==> src/hdl/svn2d_pkg.sv <==
`default_nettype none
package svn2d_pkg;
    // Divider register stages (48 bit steps, 2 per stage) and stages after the divider
    localparam int unsigned DIV_STAGES      = 24;
    localparam int unsigned POST_DIV_STAGES = 8;

    localparam logic [31:0] MIX_KX   = 32'd374761393;
    localparam logic [31:0] MIX_KZ   = 32'd668265263;
    localparam logic [31:0] MIX_ADD  = 32'd20260509;
    localparam logic [31:0] MIX_KF   = 32'd1274126177;
    localparam logic [31:0] SEED_KX  = 32'd2246822519;
    localparam logic [31:0] SEED_KZ  = 32'd3266489917;
    localparam logic [31:0] SEED_KS  = 32'd747796405;

    typedef enum logic [1:0] {
        REG_FREQUENCY = 2'd0,
        REG_SALT      = 2'd1,
        REG_SEED      = 2'd2
    } reg_index_t;

    // Divider lane for both coordinates: remainder being reduced and quotient, for x and for z
    typedef struct packed {
        logic [31:0] rem_x;
        logic [31:0] quo_x;
        logic [31:0] rem_z;
        logic [31:0] quo_z;
    } div_lane_t;

    typedef struct packed {
        logic [31:0] cell_x;
        logic [31:0] cell_z;
        logic [15:0] frac_x;
        logic [15:0] frac_z;
    } cell_frac_t;
endpackage
`default_nettype wire

==> src/hdl/svn2d_hash.sv <==
`default_nettype none
// Corner hash, three register stages (multiply, add, mix multiply); returns the high and low 16 bits XORed.
module svn2d_hash
(
    input  wire logic        clk,
    input  wire logic        advance,
    input  wire logic [31:0] hx,
    input  wire logic [31:0] hz,
    output logic      [15:0] value
);
    logic [31:0] px_reg, pz_reg, n_reg, m_reg;

    always_ff @(posedge clk)
    begin
        if (advance)
        begin
            px_reg <= hx * svn2d_pkg::MIX_KX;
            pz_reg <= hz * svn2d_pkg::MIX_KZ;
            n_reg  <= px_reg + pz_reg + svn2d_pkg::MIX_ADD;
            m_reg  <= (n_reg ^ (n_reg >> 13)) * svn2d_pkg::MIX_KF;
        end
    end

    assign value = m_reg[15:0] ^ m_reg[31:16];
endmodule
`default_nettype wire

==> config.mk <==
export PLATFORM = sky130hd
export DESIGN_NAME = svn2d_hash
export DESIGN_NICKNAME = d
export VERILOG_FILES = /design/src/hdl/svn2d_pkg.sv /design/src/hdl/svn2d_hash.sv
export SDC_FILE = /design/constraint.sdc
export NUM_CORES = 2
export LEC_CHECK = 0
export BUFFER_PORTS_ARGS = -buffer_cell sky130_fd_sc_hd__buf_2
export CAP_MARGIN = 20
export CORE_UTILIZATION = 67
export DETAILED_ROUTE_END_ITERATION = 10
export GPL_TIMING_DRIVEN = 0
export PLACE_DENSITY = 0.91
export SYNTH_ARGS = -nofsm -noshare
export SYNTH_HDL_FRONTEND = slang
export SYNTH_SLANG_ARGS = --single-unit
==> constraint.sdc <==
create_clock -name clk -period 8.1 [get_ports clk]
set_clock_uncertainty 0.15 [all_clocks]
set_input_delay 0 -clock clk [delete_from_list [all_inputs] [get_ports clk]]
set_output_delay 0 -clock clk [all_outputs]
set_load 0.05 [all_outputs]
# After elaboration in Yosys (flattened, before gate mapping)
# Cells that the tools add are included.
[word_totals]
in_bits = 66
elab_cells = 11
reg_bits = 128
out_inout_bits = 16
[op_classes]
n_bitwise = 2
n_addsub = 2
mul = 3
[op_table]
columns = ["op", "n"]
rows = [
  ["adder 32 x 25 -> 32 bit (second input constant)", 1],
  ["adder 32 bit", 1],
  ["multiplier 32 x 29 -> 32 bit (second input constant)", 1],
  ["multiplier 32 x 30 -> 32 bit (second input constant)", 1],
  ["multiplier 32 x 31 -> 32 bit (second input constant)", 1],
  ["XOR 32 x 19 -> 32 bit", 1],
  ["XOR 16 bit", 1],
]

# Longest topological paths before layout
[logic_depth]
word_depth = 2
depth_mapped = 26
ltp_nobuf = 25

# Worst setup path before layout
# No wires, ideal clock.
[synth_path]
path_type = "reg-to-reg"
start = "register n_reg[16]"
end = "register m_reg[31], data pin"
period_less_slack_ns = 6.658
setup_slack_ns = 1.442
required_time_ns = 7.690
stages_incl_launch_ff = 23
arrival_ns = 6.248
setup_time_ns = 0.260
n_path_buf = 0
cell_sequence = "edfxtp_1 > xor2_1 > xnor2_1 > ha_1 > or2_2 > fa_1 > fa_1 > fa_1 > fa_1 > inv_1 > fa_1 > inv_1 > fa_1 > ha_1 > ha_1 > nand3_1 > a21oi_1 > o21ai_0 > and3_1 > a31oi_1 > a211oi_1 > nor3_1 > xnor2_1"
[synth_between]
elab_chain_cells = 2
[synth_rtl]
columns = ["element", "line_no", "text"]
rows = [
  ["start: declaration", "svn2d_hash.sv:11", "logic [31:0] px_reg, pz_reg, n_reg, m_reg;"],
  ["start signal: assignment", "svn2d_hash.sv:19", "n_reg <= px_reg + pz_reg + svn2d_pkg::MIX_ADD;"],
  ["XOR 32 x 19 -> 32 bit", "svn2d_hash.sv:20", "m_reg <= (n_reg ^ (n_reg >> 13)) * svn2d_pkg::MIX_KF;"],
  ["multiplier 32 x 31 -> 32 bit", "svn2d_hash.sv:20", ""],
  ["end signal: assignment", "svn2d_hash.sv:20", ""],
  ["end: declaration", "svn2d_hash.sv:11", ""],
]
# No other way between the ends.
# A chain may end at the register's enable or synchronous reset.

# Worst setup path in the final report
[layout_path]
start = "register n_reg[17]"
end = "register m_reg[31], data pin"
# The elaborated chain is that of the path after synthesis.

==> metrics.md <==
| Metric | Value |
|---|---|
| Vias | 21900 |
| Core area | 47600 um^2 |
| Post-DP Area | 33500 um^2 |
| Seq/Total Area, Yosys | 11.9% |
| Netlist cell types | 72 |
| Worst Setup EP | m_reg[31] |
| Fillers | 3119 |
| Largest net degree at the start of global routing | 109 |
| Clock Tree Buf Depth | 2 |
| GRT Util Overall | 33.1% |
| Most used DFF post-synth | edfxtp_1 |
| Crit path from | n_reg[17] |
| Clock-pin slew on the worst setup and hold paths | 70 ps |
| Min-delay worst type | input pin to flop |
| Critical register-to-register path endpoint | m_reg[31] |
| Clock Sinks | 128 |
| Worst r2r src | n_reg[17] |
| Crit. End Element | flop |
| Number of synthesized flops with an enable pin | 128 |
| Fin Setup TNS | 0 ps |
| Area of the die | 49000 um^2 |
| Reg2reg path depth | 23 |
| Remaining DRCs | 0 |
| Worst EP required | 8120 ps |
| Dpl ws | 206 ps |
| Starting Density | 67.7% |
| Input/output buffers | 81 |
| Final Cycle Share | 96.3% |
| Relative slew slack | 28.4% |
| FFs w/ async S/R, synth | 0% |
| Die X | 221 um |
| Yosys top cell by area | fa_1 |
| Area Overhead vs Synth | 5.91% |
| TritonCTS clock tree | done |
| Post-Syn Area | 32200 um^2 |
| DRT iter0 DRCs | 1481 |
| Post-DP HPWL | 66.3 mm |
| Worst Max-Slew Pin Slew | 1070 ps |
| Period minus WS final | 7800 ps |
| Share of cells above drive strength 1 | 4.55% |
| Max Cap Viol | 0 |
| Yosys reg bits | 128 |
| GPL Wtd Cong | 0.986 |
| Post-CTS Setup Bufs | 0 |
| Synthesized instance count | 3063 |
| CTS Buf Count | 17 |
| Worst-Skew Late Latency | 450 ps |
| Synth warn | 0 |
| Vias in the first global route | 24700 |
| Max Slew Vio Count | 0 |
| Antenna cells | 0 |
| Post-route cell area | 34100 um^2 |
| Synth area leaders | fa_1 (38%), ha_1 (23%), edfxtp_1 (12%), inv_1 (12%), xnor2_1 (4.5%) |
| Max Clk Rate | 0.128 GHz |
| Final setup viols | 0 |
| First-pass DRT Iterations | 6 |
| Via density per instance | 5.76 |
| Routed len/inst | 20.2 um |
| Most common cell after layout, fill and taps aside | inv_1 |
| Routed Antenna Nets | 0 |
| Post-Syn Area per Cell | 10.5 um^2 |
| Root buffer cell | clkbuf_16 |
| Critical path type | flop to flop |
| Startpoint Class | flop |
| CTS H-tree lvls | 4 |
| Max FO, Critical Path | 6 |
| Crit path DAT | 7820 ps |
| Fin worst setup slack | 299 ps |
| Initial antenna violation count | 1 |
| First-pass GRT wire length | 124 mm |
| Row count | 80 |
| Net Count, Synth | 4324 |
| Outcome | completed |
| Layout net count | 4435 |
| Reg2reg setup slack | 300 ps |
| Commonest cells after routing, fill and taps aside | inv_1 (988), fa_1 (608), ha_1 (587), xnor2_1 (165), edfxtp_1 (128) |
| Grt ovf | 0 |
| IO Pins | 82 |
| RSZ-0062 raised after global routing | no |
| Final hold viol count | 0 |
| Top-area cell type share of the netlist area | 37.8% |
| Drt total wl | 76.8 mm |
| DIE HEIGHT | 221 um |
==> kinds of logic (layout without fill, tap and decap cells) <==
kind of cell | after synthesis | after routing | synth area share [%]
fa+ha+maj | 1195 | 1195 | 60.5
buf+inv | 999 | 1123 | 11.6
compound gates | 271 | 271 | 5.54
xor+xnor | 246 | 246 | 6.83
simple gates | 221 | 221 | 3.45
flops | 128 | 128 | 11.9
mux | 3 | 3 | 0.0931
==> worst min path at each step <==
stage	to	cells past startpoint	slack, ps	from
2_1_floorplan	px_reg[0]	0	-50	hx[0]
3_3_place_gp	px_reg[3]	1	230	hx[3]
3_5_place_dp	m_reg[30]	1	210	advance
4_1_cts	px_reg[5]	3	50	hx[5]
5_1_grt	px_reg[5]	3	70	hx[5]
6_report	px_reg[5]	3	80	hx[5]
==> synthesized netlist by cell type, types with 6 or more instances <==
master and number:
nor3_1 24, nand2_1 47, a211oi_1 16, and3_1 8
clkbuf_1 9, xnor2_1 167, fa_1 608, o21bai_1 16
edfxtp_1 128, inv_1 988, ha_1 587, o21ai_1 7
nor2b_1 7, nand4_1 6, o21ai_0 41, nand3_1 17
xor2_1 74, a31oi_1 13, nand2b_1 10, o21a_1 10
nor2_1 63, a21oi_1 84, a21o_1 35
==> cell type report <==
| cell class | count | area, um^2 | area share [%] |
|---|---|---|---|
| buffer | 10 | 38.8 | 0.114 |
| clock buffer | 17 | 425 | 1.25 |
| clock inverter | 15 | 163 | 0.476 |
| inverter | 989 | 3710 | 10.9 |
| multi-input combinational | 1936 | 24700 | 72.2 |
| sequential | 128 | 3840 | 11.3 |
| tap | 615 | 769 | 2.25 |
| timing repair buffer | 92 | 532 | 1.56 |
==> per-layer routing <==
| layer | share of wire, % | routed length [um] | GRT usage (%) | up-vias |
|---|---|---|---|---|
| met4 | 6.7 | 5180 | 19.4 | 2 |
| met5 | 0.021 | 16 | 0 | - |
| met1 | 36 | 27900 | 38.5 | 11000 |
| li1 | - | - | - | 9677 |
| met2 | 50 | 38400 | 57.1 | 946 |
| met3 | 6.8 | 5230 | 6.47 | 334 |
==> critical path, stage by stage (launching register included) <==
cell	delay, ps
edfxtp_1	510
xor2_1	890
xor2_1	450
ha_1	230
nor2_1	90
fa_1	430
inv_1	80
fa_1	430
fa_1	510
fa_1	520
inv_1	60
fa_1	520
inv_1	50
fa_1	430
ha_1	290
ha_1	410
nand3_1	100
a21oi_1	100
o21ai_0	90
and3_1	190
a31oi_1	450
a211oi_1	150
nor3_1	260
xnor2_1	120
==> metrics by stage <==
stage	instances	hold WS (ps)	util, %
final	3802	76.3	71.7
after global routing	3802	73.3	71.7
after CTS	3800	47.5	71.6
after detailed placement	3761	206	70.2
after global placement	3759	226	70.1
after floorplan	3063	-51.1	-
==> repair_timing <==
item	in CTS	in global routing
endpoints found under the setup margin	0	1
hold buffers	7	0
gates resized for setup	0	2
endpoints found under the hold margin	26	0
Power is left out: the tool's default activity adds up to more than one toggle a clock period on the data nets, which glitch-free logic cannot reach.
